## src/rtl/tbrl_pkg.sv

```systemverilog
`default_nettype none

package tbrl_pkg;

	// Field and register widths
	localparam int RATE_W  = 24;
	localparam int BURST_W = 16;
	localparam int WAIT_W  = 32;
	localparam int TIME_W  = 64;
	localparam int COST_W  = 20;
	localparam int UCOST_W = 26;   // cost in 1/60000 token units
	localparam int LEVEL_W = 57;   // signed bucket level
	localparam int CAP_W   = 34;   // capacity, never negative
	localparam int ACC_W   = 58;   // saturating refill product
	localparam int DVD_W   = 58;   // wait dividend and quotient
	localparam int IDX_W   = 3;

	// Sequencer step counts
	localparam int MUL_STEPS = RATE_W;      // one multiplier bit a cycle
	localparam int DIV_STEPS = DVD_W / 2;   // two quotient bits a cycle
	localparam int STEP_W    = 5;

	// Unit conversions
	localparam logic [15:0] UNITS_PER_TOKEN = 16'd60000;
	localparam logic [9:0]  CAP_PER_RPM     = 10'd1000;
	localparam logic [5:0]  UNITS_PER_MILLI = 6'd60;

	// Refill product saturates here, above any possible room in the bucket
	localparam logic [ACC_W-1:0] ACC_SAT = {1'b1, {(ACC_W-1){1'b0}}};

	// Register indexes
	localparam logic [IDX_W-1:0] CFG_ENABLE = 3'd0;
	localparam logic [IDX_W-1:0] CFG_RATE   = 3'd1;
	localparam logic [IDX_W-1:0] CFG_BURST  = 3'd2;
	localparam logic [IDX_W-1:0] CFG_WAIT   = 3'd3;

	// Request functions
	localparam logic [1:0] FUNC_ACQUIRE = 2'd0;
	localparam logic [1:0] FUNC_REFUND  = 2'd1;
	localparam logic [1:0] FUNC_PEEK    = 2'd2;

	// Controller to datapath commands, at most one per cycle
	typedef struct packed {
		logic load;
		logic seed;
		logic mul_load;
		logic mul_step;
		logic refill_apply;
		logic refund;
		logic acq_eval;
		logic div_step;
		logic judge;
		logic publish;
	} cmd_t;

	// Datapath to controller status
	typedef struct packed {
		logic [1:0] func;
		logic       acq_active;
		logic       refund_active;
		logic       rate_nz;
		logic       seeded;
		logic       time_ahead;
		logic       covers;
		logic       out_free;
	} sts_t;

endpackage

`default_nettype wire

```

## src/rtl/token_bucket_rate_limiter.sv

```systemverilog
// Channel | Handshake             | Payload
// cfg     | cfg_valid / cfg_ready | cfg_index[2:0], cfg_data[31:0]
// in      | in_valid / in_ready   | func[1:0], now_ms[63:0], cost_milli[19:0]
// out     | out_valid / out_ready | allowed, retry_after_ms[31:0], token_level[56:0]
//
// One request at a time. Refund, free or passthrough requests go from the decide step
// straight to the result; a peek that refills runs the shift-add refill multiply and the
// clamp; an acquire the bucket covers adds the cost check; a reserved or rejected acquire
// also runs the radix-4 wait divider and the judge step. The multiply is skipped when the
// clock has not moved on. A finished result sits in the output register, so the next
// request is taken while it waits; only a second result waiting stalls the sequencer.
// Reset empties the bucket; the first request after reset or after any register write
// fills it to capacity. cfg_ready is always high.
`default_nettype none

module token_bucket_rate_limiter (
	input  wire logic                                clk,
	input  wire logic                                arst_n,
	input  wire logic                                cfg_valid,
	output logic                                     cfg_ready,
	input  wire logic [tbrl_pkg::IDX_W-1:0]          cfg_index,
	input  wire logic [31:0]                         cfg_data,
	input  wire logic                                in_valid,
	output logic                                     in_ready,
	input  wire logic [1:0]                          func,
	input  wire logic [tbrl_pkg::TIME_W-1:0]         now_ms,
	input  wire logic [tbrl_pkg::COST_W-1:0]         cost_milli,
	output logic                                     out_valid,
	input  wire logic                                out_ready,
	output logic                                     allowed,
	output logic [tbrl_pkg::WAIT_W-1:0]              retry_after_ms,
	output logic signed [tbrl_pkg::LEVEL_W-1:0]      token_level
);

	tbrl_pkg::cmd_t cmd;
	tbrl_pkg::sts_t sts;

	assign cfg_ready = 1'b1;

	tbrl_ctrl u_ctrl (
		.clk      (clk),
		.arst_n   (arst_n),
		.in_valid (in_valid),
		.in_ready (in_ready),
		.sts      (sts),
		.cmd      (cmd)
	);

	tbrl_dp u_dp (
		.clk            (clk),
		.arst_n         (arst_n),
		.cfg_valid      (cfg_valid),
		.cfg_index      (cfg_index),
		.cfg_data       (cfg_data),
		.in_func        (func),
		.in_now         (now_ms),
		.in_cost        (cost_milli),
		.out_ready      (out_ready),
		.cmd            (cmd),
		.sts            (sts),
		.out_valid      (out_valid),
		.allowed        (allowed),
		.retry_after_ms (retry_after_ms),
		.token_level    (token_level)
	);

	// A taken request closes the input until its result is published
	a_one_inflight: assert property (@(posedge clk) disable iff (!arst_n)
		(in_valid && in_ready) |=> !in_ready)
		else $error("second request taken while one is in flight");

	// Results only appear from a publish command
	a_rose_publish: assert property (@(posedge clk) disable iff (!arst_n)
		$rose(out_valid) |-> $past(cmd.publish))
		else $error("result valid without publish");

	// Rejected requests never carry a wait
	a_reject_nodelay: assert property (@(posedge clk) disable iff (!arst_n)
		(out_valid && !allowed) |-> (retry_after_ms == '0))
		else $error("rejected request with non-zero delay");

	// The sequencer issues one datapath command at a time
	a_cmd_onehot: assert property (@(posedge clk) disable iff (!arst_n)
		$onehot0(cmd))
		else $error("overlapping datapath commands");

endmodule

`default_nettype wire

```

## src/rtl/tbrl_dp.sv

```systemverilog
`default_nettype none

module tbrl_dp (
	input  wire logic                                 clk,
	input  wire logic                                 arst_n,
	input  wire logic                                 cfg_valid,
	input  wire logic [tbrl_pkg::IDX_W-1:0]           cfg_index,
	input  wire logic [31:0]                          cfg_data,
	input  wire logic [1:0]                           in_func,
	input  wire logic [tbrl_pkg::TIME_W-1:0]          in_now,
	input  wire logic [tbrl_pkg::COST_W-1:0]          in_cost,
	input  wire logic                                 out_ready,
	input  wire tbrl_pkg::cmd_t                       cmd,
	output tbrl_pkg::sts_t                            sts,
	output logic                                      out_valid,
	output logic                                      allowed,
	output logic [tbrl_pkg::WAIT_W-1:0]               retry_after_ms,
	output logic signed [tbrl_pkg::LEVEL_W-1:0]       token_level
);

	// Configuration
	logic                             en_q;
	logic [tbrl_pkg::RATE_W-1:0]      rate_q;
	logic [tbrl_pkg::BURST_W-1:0]     burst_q;
	logic [tbrl_pkg::WAIT_W-1:0]      wait_q;

	// Bucket state
	logic                               primed_q;
	logic                               seeded_q;
	logic signed [tbrl_pkg::LEVEL_W-1:0] level_q;
	logic [tbrl_pkg::TIME_W-1:0]        last_q;

	// Current request
	logic [1:0]                       func_q;
	logic [tbrl_pkg::TIME_W-1:0]      now_q;
	logic [tbrl_pkg::COST_W-1:0]      cost_q;
	logic                             allow_w_q;
	logic [tbrl_pkg::WAIT_W-1:0]      delay_w_q;

	// Shift-add multiplier and restoring divider
	logic [tbrl_pkg::LEVEL_W-1:0]     mcand_q;
	logic [tbrl_pkg::RATE_W-1:0]      mplier_q;
	logic [tbrl_pkg::ACC_W-1:0]       acc_q;
	logic [tbrl_pkg::DVD_W-1:0]       dvd_q;
	logic [tbrl_pkg::RATE_W-1:0]      rem_q;

	// Result register
	logic                             out_valid_q;
	logic                             allowed_q;
	logic [tbrl_pkg::WAIT_W-1:0]      delay_q;
	logic signed [tbrl_pkg::LEVEL_W-1:0] token_q;

	logic                             cfg_hit;
	logic [31:0]                      burst_units;
	logic [tbrl_pkg::CAP_W-1:0]       rate_units;
	logic [tbrl_pkg::CAP_W-1:0]       cap;
	logic [tbrl_pkg::UCOST_W-1:0]     cost_units;
	logic [tbrl_pkg::TIME_W-1:0]      delta;
	logic [tbrl_pkg::ACC_W-1:0]       add_op;
	logic signed [59:0]               clamp_sum;
	logic signed [59:0]               cap_ext;
	logic [tbrl_pkg::LEVEL_W-1:0]     clamp_lvl;
	logic signed [57:0]               lvl_ext;
	logic signed [57:0]               cost_ext;
	logic [tbrl_pkg::DVD_W-1:0]       deficit;
	logic [tbrl_pkg::DVD_W-1:0]       dividend;
	logic [tbrl_pkg::LEVEL_W-1:0]     lvl_less;
	logic [58:0]                      mul_sum;
	logic [tbrl_pkg::ACC_W-1:0]       acc_nxt;
	logic [25:0]                      d1;
	logic [25:0]                      d2;
	logic                             ge1;
	logic                             ge2;
	logic [tbrl_pkg::RATE_W-1:0]      r1;
	logic [tbrl_pkg::RATE_W-1:0]      r2;
	logic                             rate_nz;
	logic                             active;

	// Register decode; writes beyond the list are dropped
	always_comb begin
		case (cfg_index)
			tbrl_pkg::CFG_ENABLE,
			tbrl_pkg::CFG_RATE,
			tbrl_pkg::CFG_BURST,
			tbrl_pkg::CFG_WAIT: cfg_hit = 1'b1;
			default:            cfg_hit = 1'b0;
		endcase
	end

	// Capacity: zero with no rate, else burst tokens, else one second of rate with a floor of one token
	assign burst_units = 32'(burst_q) * 32'(tbrl_pkg::UNITS_PER_TOKEN);
	assign rate_units  = tbrl_pkg::CAP_W'(rate_q) * tbrl_pkg::CAP_W'(tbrl_pkg::CAP_PER_RPM);
	always_comb begin
		if (rate_q == '0) begin
			cap = '0;
		end else if (burst_q != '0) begin
			cap = {2'b0, burst_units};
		end else if (rate_units < tbrl_pkg::CAP_W'(tbrl_pkg::UNITS_PER_TOKEN)) begin
			cap = tbrl_pkg::CAP_W'(tbrl_pkg::UNITS_PER_TOKEN);
		end else begin
			cap = rate_units;
		end
	end

	assign cost_units = tbrl_pkg::UCOST_W'(cost_q) *
	                    tbrl_pkg::UCOST_W'(tbrl_pkg::UNITS_PER_MILLI);
	assign delta      = now_q - last_q;
	assign rate_nz    = (rate_q != '0);
	assign active     = en_q && rate_nz && (cost_q != '0);

	// Shared clamp adder: refill product or refunded cost, capped at capacity
	assign add_op    = cmd.refund ? {32'b0, cost_units} : acc_q;
	assign clamp_sum = $signed({{3{level_q[56]}}, level_q}) + $signed({2'b0, add_op});
	assign cap_ext   = $signed({26'b0, cap});
	assign clamp_lvl = (clamp_sum >= cap_ext) ? {23'b0, cap} : clamp_sum[56:0];

	// Acquire compare and deficit
	assign lvl_ext  = {level_q[56], level_q};
	assign cost_ext = $signed({32'b0, cost_units});
	assign deficit  = cost_ext - lvl_ext;
	assign dividend = deficit + {34'b0, rate_q} - 58'd1;
	assign lvl_less = level_q - $signed({31'b0, cost_units});

	// Multiplier step, MSB of the rate first, sticky saturation
	assign mul_sum = {acc_q, 1'b0} + (mplier_q[23] ? {2'b0, mcand_q} : 59'b0);
	assign acc_nxt = (|mul_sum[58:57]) ? tbrl_pkg::ACC_SAT : mul_sum[57:0];

	// Divider step, two restoring iterations
	assign d1  = {1'b0, rem_q, dvd_q[57]} - {2'b0, rate_q};
	assign ge1 = !d1[25];
	assign r1  = ge1 ? d1[23:0] : {rem_q[22:0], dvd_q[57]};
	assign d2  = {1'b0, r1, dvd_q[56]} - {2'b0, rate_q};
	assign ge2 = !d2[25];
	assign r2  = ge2 ? d2[23:0] : {r1[22:0], dvd_q[56]};

	// Control and bucket state
	always_ff @(posedge clk or negedge arst_n) begin
		if (!arst_n) begin
			en_q        <= 1'b0;
			rate_q      <= '0;
			burst_q     <= '0;
			wait_q      <= '0;
			primed_q    <= 1'b0;
			seeded_q    <= 1'b0;
			level_q     <= '0;
			last_q      <= '0;
			out_valid_q <= 1'b0;
		end else begin
			// Register writes; any write to a listed register re-primes the bucket
			if (cfg_valid) begin
				case (cfg_index)
					tbrl_pkg::CFG_ENABLE: en_q    <= cfg_data[0];
					tbrl_pkg::CFG_RATE:   rate_q  <= cfg_data[23:0];
					tbrl_pkg::CFG_BURST:  burst_q <= cfg_data[15:0];
					tbrl_pkg::CFG_WAIT:   wait_q  <= cfg_data;
					default: ;
				endcase
				if (cfg_hit) begin
					primed_q <= 1'b0;
				end
			end

			// First request after reset or a write fills the bucket
			if (cmd.load && !primed_q) begin
				primed_q <= 1'b1;
				level_q  <= {23'b0, cap};
			end
			if (cmd.seed) begin
				seeded_q <= 1'b1;
				last_q   <= now_q;
			end
			if (cmd.refill_apply) begin
				level_q <= clamp_lvl;
				last_q  <= now_q;
			end
			if (cmd.refund) begin
				level_q <= clamp_lvl;
			end
			if (cmd.acq_eval && sts.covers) begin
				level_q <= lvl_less;
			end
			if (cmd.judge && !(dvd_q > {26'b0, wait_q})) begin
				level_q <= lvl_less;
			end

			// Result slot
			if (cmd.publish) begin
				out_valid_q <= 1'b1;
			end else if (out_ready) begin
				out_valid_q <= 1'b0;
			end
		end
	end

	// Working registers
	always_ff @(posedge clk) begin
		if (cmd.load) begin
			func_q    <= in_func;
			now_q     <= in_now;
			cost_q    <= in_cost;
			allow_w_q <= 1'b1;
			delay_w_q <= '0;
		end
		if (cmd.mul_load) begin
			mcand_q  <= delta[56:0];
			mplier_q <= rate_q;
			acc_q    <= (|delta[63:57]) ? tbrl_pkg::ACC_SAT : '0;
		end
		if (cmd.mul_step) begin
			acc_q    <= acc_nxt;
			mplier_q <= {mplier_q[22:0], 1'b0};
		end
		if (cmd.acq_eval) begin
			dvd_q <= dividend;
			rem_q <= '0;
		end
		if (cmd.div_step) begin
			dvd_q <= {dvd_q[55:0], ge1, ge2};
			rem_q <= r2;
		end
		// Quotient over the limit rejects, else the request waits
		if (cmd.judge) begin
			if (dvd_q > {26'b0, wait_q}) begin
				allow_w_q <= 1'b0;
			end else begin
				delay_w_q <= dvd_q[31:0];
			end
		end
		if (cmd.publish) begin
			allowed_q <= allow_w_q;
			delay_q   <= delay_w_q;
			token_q   <= level_q;
		end
	end

	// Status
	assign sts.func          = func_q;
	assign sts.acq_active    = active;
	assign sts.refund_active = active;
	assign sts.rate_nz       = rate_nz;
	assign sts.seeded        = seeded_q;
	assign sts.time_ahead    = (now_q > last_q);
	assign sts.covers        = (lvl_ext >= cost_ext);
	assign sts.out_free      = !out_valid_q || out_ready;

	assign out_valid      = out_valid_q;
	assign allowed        = allowed_q;
	assign retry_after_ms = delay_q;
	assign token_level    = token_q;

endmodule

`default_nettype wire

```

## src/rtl/tbrl_ctrl.sv

```systemverilog
`default_nettype none

module tbrl_ctrl (
	input  wire logic            clk,
	input  wire logic            arst_n,
	input  wire logic            in_valid,
	output logic                 in_ready,
	input  wire tbrl_pkg::sts_t  sts,
	output tbrl_pkg::cmd_t       cmd
);

	typedef enum logic [2:0] {
		S_IDLE,
		S_DECIDE,
		S_MUL,
		S_CLAMP,
		S_ACQ,
		S_DIV,
		S_JUDGE,
		S_DONE
	} state_t;

	state_t                        state_q;
	logic [tbrl_pkg::STEP_W-1:0]   step_q;
	logic                          in_ready_q;
	logic                          accept;
	logic                          need_refill;
	logic                          is_acq;

	assign accept      = in_valid && in_ready_q;
	assign is_acq      = (sts.func == tbrl_pkg::FUNC_ACQUIRE);
	assign need_refill = (is_acq && sts.acq_active) ||
	                     ((sts.func == tbrl_pkg::FUNC_PEEK) && sts.rate_nz);

	// Command decode
	always_comb begin
		cmd = '0;
		case (state_q)
			S_IDLE:   cmd.load = accept;
			S_DECIDE: begin
				cmd.seed     = need_refill && !sts.seeded;
				cmd.mul_load = need_refill && sts.seeded && sts.time_ahead;
				cmd.refund   = (sts.func == tbrl_pkg::FUNC_REFUND) && sts.refund_active;
			end
			S_MUL:    cmd.mul_step     = 1'b1;
			S_CLAMP:  cmd.refill_apply = 1'b1;
			S_ACQ:    cmd.acq_eval     = 1'b1;
			S_DIV:    cmd.div_step     = 1'b1;
			S_JUDGE:  cmd.judge        = 1'b1;
			S_DONE:   cmd.publish      = sts.out_free;
			default:  cmd = '0;
		endcase
	end

	// Sequencer
	always_ff @(posedge clk or negedge arst_n) begin
		if (!arst_n) begin
			state_q    <= S_IDLE;
			step_q     <= '0;
			in_ready_q <= 1'b1;
		end else begin
			case (state_q)
				S_IDLE: begin
					if (accept) begin
						in_ready_q <= 1'b0;
						state_q    <= S_DECIDE;
					end
				end
				S_DECIDE: begin
					step_q <= '0;
					if (need_refill && sts.seeded && sts.time_ahead) begin
						state_q <= S_MUL;
					end else if (need_refill && is_acq) begin
						state_q <= S_ACQ;
					end else begin
						state_q <= S_DONE;
					end
				end
				S_MUL: begin
					if (step_q == tbrl_pkg::STEP_W'(tbrl_pkg::MUL_STEPS - 1)) begin
						step_q  <= '0;
						state_q <= S_CLAMP;
					end else begin
						step_q <= step_q + tbrl_pkg::STEP_W'(1);
					end
				end
				S_CLAMP: begin
					state_q <= is_acq ? S_ACQ : S_DONE;
				end
				S_ACQ: begin
					step_q  <= '0;
					state_q <= sts.covers ? S_DONE : S_DIV;
				end
				S_DIV: begin
					if (step_q == tbrl_pkg::STEP_W'(tbrl_pkg::DIV_STEPS - 1)) begin
						step_q  <= '0;
						state_q <= S_JUDGE;
					end else begin
						step_q <= step_q + tbrl_pkg::STEP_W'(1);
					end
				end
				S_JUDGE: begin
					state_q <= S_DONE;
				end
				S_DONE: begin
					if (sts.out_free) begin
						in_ready_q <= 1'b1;
						state_q    <= S_IDLE;
					end
				end
				default: begin
					state_q    <= S_IDLE;
					in_ready_q <= 1'b1;
				end
			endcase
		end
	end

	assign in_ready = in_ready_q;

endmodule

`default_nettype wire
```

## config.mk

```make
export PLATFORM = sky130hd
export DESIGN_NAME = token_bucket_rate_limiter
export DESIGN_NICKNAME = d
export VERILOG_FILES = /design/src/rtl/tbrl_pkg.sv /design/src/rtl/token_bucket_rate_limiter.sv /design/src/rtl/tbrl_dp.sv /design/src/rtl/tbrl_ctrl.sv
export SDC_FILE = /design/constraint.sdc
export NUM_CORES = 2
export LEC_CHECK = 0
export ABC_AREA = 1
export ABC_CLOCK_PERIOD_IN_PS = 21200
export BUFFER_PORTS_ARGS = -buffer_cell sky130_fd_sc_hd__buf_2
export CAP_MARGIN = 20
export CORE_ASPECT_RATIO = 0.7
export CORE_UTILIZATION = 39
export CTS_CLUSTER_DIAMETER = 100
export DETAILED_ROUTE_END_ITERATION = 16
export GPL_TIMING_DRIVEN = 0
export HOLD_SLACK_MARGIN = 0.02
export PLACE_DENSITY = 0.6
export SYNTH_ARGS = -nofsm -noshare
export SYNTH_HDL_FRONTEND = slang
export SYNTH_SLANG_ARGS = --single-unit
```

## constraint.sdc

```tcl
create_clock -name clk -period 21.2 [get_ports clk]
set_input_delay 2.12 -clock clk [delete_from_list [all_inputs] [get_ports clk]]
set_output_delay 2.12 -clock clk [all_outputs]
set_load 0.03 [all_outputs]
```

# Word level (Yosys, flattened, before mapping)
# Index checks and enable logic that the tools add are counted.
# Widths: inputs -> output; s select.
[op_classes]
n_addsub = 10
multipliers = 3
magnitude_cmp = 5
eq_ne = 18
n_mux = 61
reduce_logical = 48
[op_table]
columns = ["op", "n"]
rows = [
  ["$mux 58", 7],
  ["$mux 57", 7],
  ["$mux 24", 6],
  ["$mux 64", 2],
  ["$mux 34", 3],
  ["$mux 32", 3],
  ["$gt 64x64->1", 1],
  ["$sub 64x64->64", 1],
  ["$add 57x59->60", 1],
  ["$ge 60x35->1", 1],
  ["$add 59x59->59", 1],
  ["$add 58x24->58", 1],
  ["$gt 58x32->1", 1],
  ["$sub 27x57->58", 1],
  ["$sub 58x1->58 const B", 1],
  ["$ge 57x27->1", 1],
  ["$sub 57x27->57", 1],
  ["$sub 25x24->26", 2],
  ["$lt 34x16->1 const B", 1],
  ["$mul 24x7->31 const B", 1],
  ["$mul 16x11->27 const B", 1],
  ["$logic_not 24->1", 1],
  ["$mul 20x4->24 const B", 1],
  ["$pmux 3 s8", 1],
  ["other kinds (31)", 98],
]
[word_totals]
register_bits = 636
out_inout_bits = 93
elab_cells = 171

# Longest topological paths before layout
[depth]
word_depth = 13
mapped_depth = 47

# By module
# From an unflattened synthesis, not the netlist that was laid out.
[hier_totals]
cells_unflattened = 7556
area_unflattened_um2 = 56865.8
[by_module_without_submodules]
columns = ["mod", "instances", "cells_each", "area_per_inst_um2", "seq_area_each_um2"]
rows = [
  ["tbrl_dp", 1, 7431, 56033.7, 17501.8],
  ["tbrl_ctrl", 1, 123, 820.8, 226.5],
  ["token_bucket_rate_limiter", 1, 2, 11.3, 0.0],
]

# Least setup slack after synthesis
# No wires, ideal clock.
[synth_path]
kind = "input to register"
startpoint = "in in_valid"
endpoint = "reg u_dp.level_q[45] (netlist name)"
setup_time_ns = 0.119
arrival_time_ns = 10.054
t_required_ns = 21.081
path_slack_ns = 11.028
stages = 9
n_path_buf = 1
path_cell_list = "inv_1 -> nor3_1 -> inv_1 -> nor2_1 -> inv_1 -> nand4_1 -> buf_1 -> o21ai_0 -> o21a_1"
[synth_rtl]
columns = ["item", "line", "rtl"]
rows = [
  ["start: declaration", "token_bucket_rate_limiter.sv:23", "input wire logic in_valid,"],
  ["end signal: assignment", "tbrl_dp.sv:166", "level_q <= {23'b0, cap};"],
  ["end signal: assignment", "tbrl_dp.sv:173", "level_q <= clamp_lvl;"],
  ["end signal: assignment", "tbrl_dp.sv:177", "level_q <= clamp_lvl;"],
  ["end: declaration", "tbrl_dp.sv:30", "logic signed [tbrl_pkg::LEVEL_W-1:0] level_q;"],
]

# Worst setup path in the final report
[layout_path]
startpoint = "reg u_dp.cost_q[0] (netlist name)"
endpoint = "reg u_dp.level_q[10] (netlist name)"
[layout_between]
elab_chain_cells = 12
[layout_rtl]
columns = ["item", "line", "rtl"]
rows = [
  ["start: declaration", "tbrl_dp.sv:36", "logic [tbrl_pkg::COST_W-1:0] cost_q;"],
  ["start signal: assignment", "tbrl_dp.sv:200", "cost_q <= in_cost;"],
  ["branches (longest 12 deep; another with $add 57x59->60)", "n/a", ""],
  ["end signal: assignment", "tbrl_dp.sv:173", ""],
  ["end signal: assignment", "tbrl_dp.sv:177", ""],
  ["end signal: assignment", "tbrl_dp.sv:180", "level_q <= lvl_less;"],
]
# Parallel ways; which one is timed is not known.
# A chain may end at the register's enable or synchronous reset.

==> metrics.md <==
| Metric | Value |
|---|---|
| IO Port Bufs | 217 |
| Setup TNS | 0 ns |
| Initial Util | 39.3% |
| IO Pins | 219 |
| Total global-route track usage | 29.2% |
| Ys async rst share | 32.4% |
| Wire length of the first global-routing pass | approximately 320000 um |
| CTS tree | done |
| Mean post-synth cell area | roughly 7.6 um2 |
| Area grow syn2layout | 11.9% |
| # nets final | 8800 |
| Hold Slack | 0.433 ns |
| Depth of the CTS H-tree | 3 |
| Worst skew pair latency | ~0.73 ns |
| Clk_skew | roughly 0.048 ns |
| Mapped cell area | 57200 um2 |
| Arr. time, crit path | 10.67 ns |
| CP max stage cell | xor2_1 |
| Dpl hpwl | 187000 um |
| Overflow after GRT | 0 |
| Die X | 460 um |
| Num CTS Buffers | 76 |
| Crit-path max FO | 10 |
| Initial detailed-routing violation count | slightly above 6000 |
| Drt wl/cell | 22.1 um |
| # diodes | 0 |
| Crit path largest cell delay | 0.89 ns |
| Synth top area share | between 20% and 30% |
| Max Cap Viol | 0 |
| Core area | 146000 um2 |
| Fin crit period | approximately 10 ns |
| Setup CP Type | reg2reg |
| Post-CTS Resized | 0 |
| Cell with the most instances after synthesis | nand2_1 |
| Final Max Tran Viols | 0 |
| CP Data Required Time | 21.81 ns |
| Setup crit start kind | flop |
| Max-slew headroom | between 10% and 20% |
| Worst slew pin tran | 1.32 ns |
| Die height | 323 um |
| Outcome | complete, no violations |
| Main area contributors after synthesis | edfxtp_1, ha_1, nand2_1 |
| Synth Register Bits | approximately 640 |
| Ratio of cells with drive above 1 in the final layout | about 6.5% |
| Synth cell count leaders | nand2_1, inv_1, nor2_1, ha_1, o21ai_0 |
| Most used DFF post-synth | edfxtp_1 |
| Average vias per placed instance | 5.34 |
| Synth area leader | edfxtp_1 |
| Vias in the first global route | 48600 |
| Sink Count | 636 |
| CTS root buffer | clkbuf_16 |
| Gpl congestion | roughly 1.0 |
| Post-CTS Setup Bufs | 0 |
| Critical path capture point type | flop |
| Final cell count without fillers | just under 10000 |
| Via count | about 53000 |
| Cells after Synth | 7564 |
| DRC Markers | 0 |
| Unrepaired setup endpoints after global routing | false |
| Initial antenna violation count | 11 |
| CTS max path bufs | 3 |
| Clock transition at path regs | 0.06 ns |
| Die area | between 100000 and 150000 um2 |
| Final hold vios | 0 |
| Post-synth EDFFs | 396 |
| Routed Wire Length | 219000 um |
| Post-synthesis cell type count | 70 |
| Final setup fails | 0 |
| Detail Route Antenna Nets | 0 |
| First-pass DRT Iterations | 6 |
| Hold Path Class | reg2reg |
| DP Cell Count | between 9000 and 10000 |
| Register area share after synthesis | between 30% and 40% |
| Number of hold buffers added after cts | 0 |
| Largest net degree at the start of global routing | 80 |
| Cell row count | 117 |
| Syn Nets | 8472 |
| Final Cycle Share | 47.5% |
| Synth warn | 0 |
| Fmax | a little under 0.1 GHz |
==> final cells by class <==
cell class	count	area, um2
Sequential cell	636	17700
Clock inverter	42	554
Inverter	1407	5280
Clock buffer	100	2190
Fill cell	14900	81500
Multi-Input combinational cell	5407	33800
Timing Repair Buffer	250	1550
Tap cell	1963	2460
Buffer	114	475
==> final timing paths <==
path,from,end,slack (ns),depth (start not counted)
max in group asynchronous,arst_n,u_dp.rate_q[3],18.93,2
min in group asynchronous,arst_n,u_ctrl.step_q[1],1.37,1
setup reg to reg,u_dp.cost_q[0],u_dp.level_q[10],11.14,39
hold / removal,u_dp.delay_w_q[19],u_dp.retry_after_ms[19],0.43,0
setup / recovery,u_dp.cost_q[0],u_dp.level_q[10],11.14,39
hold reg to reg,u_dp.delay_w_q[19],u_dp.retry_after_ms[19],0.43,0
==> layer usage <==
layer	global-route usage [%]	wire, um
met4	5.61	4100
met5	0.545	156
met3	8.69	25700
met1	47.1	110000
met2	36.7	78700
==> through the flow <==
stage               utilization [%]  worst slack [ns]  cell area [um2]
floorplan                         -             11.03            57200
global placement               41.8              4.23            60800
detailed placement             42.1             11.74            61200
CTS                            43.9             11.71            64000
global route                   44.0             10.89            64000
finish                         44.0             11.14            64000
==> worst max-delay path: cells and delay by family, from the launching register on <==
family,cells,cell delay (ns)
AO/OA/AOI/OAI,10,1.90
AND/OR/NAND/NOR,16,2.94
flip-flops,1,0.66
buffers and inverters,6,1.08
adder cells (fa/ha/maj),5,2.19
XOR/XNOR,2,1.15
==> logic make-up after synthesis <==
group	Yosys count	synth area share, %
compound gates	1302	12.6
xor+xnor	306	4.68
fa+ha+maj	782	19.9
buf+inv	1521	10.1
flops	636	31.0
other cells	1	0.00655
simple gates	3016	21.8
==> state kept, by name (all words and copies together) (netlist names), 3 cells and up <==
name / cells
u_dp.level_q: 57
u_dp.mplier_q: 24
u_dp.wait_q: 32
u_ctrl.state_q: 3
u_dp.rate_q: 24
u_dp.mcand_q: 57
u_dp.burst_q: 16
u_dp.cost_q: 20
u_dp.now_q: 64
u_dp.last_q: 64
u_dp.retry_after_ms: 32
u_dp.token_level: 57
u_ctrl.step_q: 5
u_dp.dvd_q: 58
u_dp.rem_q: 24
u_dp.delay_w_q: 32
u_dp.acc_q: 58
==> placed cells by master, fill, tap and decap left out, drive strengths merged, types with 67 or more instances in the layout <==
master  instances
nand2        1743
fa            213
a21oi         485
nand4          75
clkbuf        188
nand3         295
xor2          194
edfxtp        396
ha            569
o21ai         558
inv          1413
nor3           67
dfrtp         205
nor2          717
buf           276
a31oi          72
xnor2         112
Power is left out: the tool's default activity adds up to more than one toggle a clock period on the data nets, which glitch-free logic cannot reach.
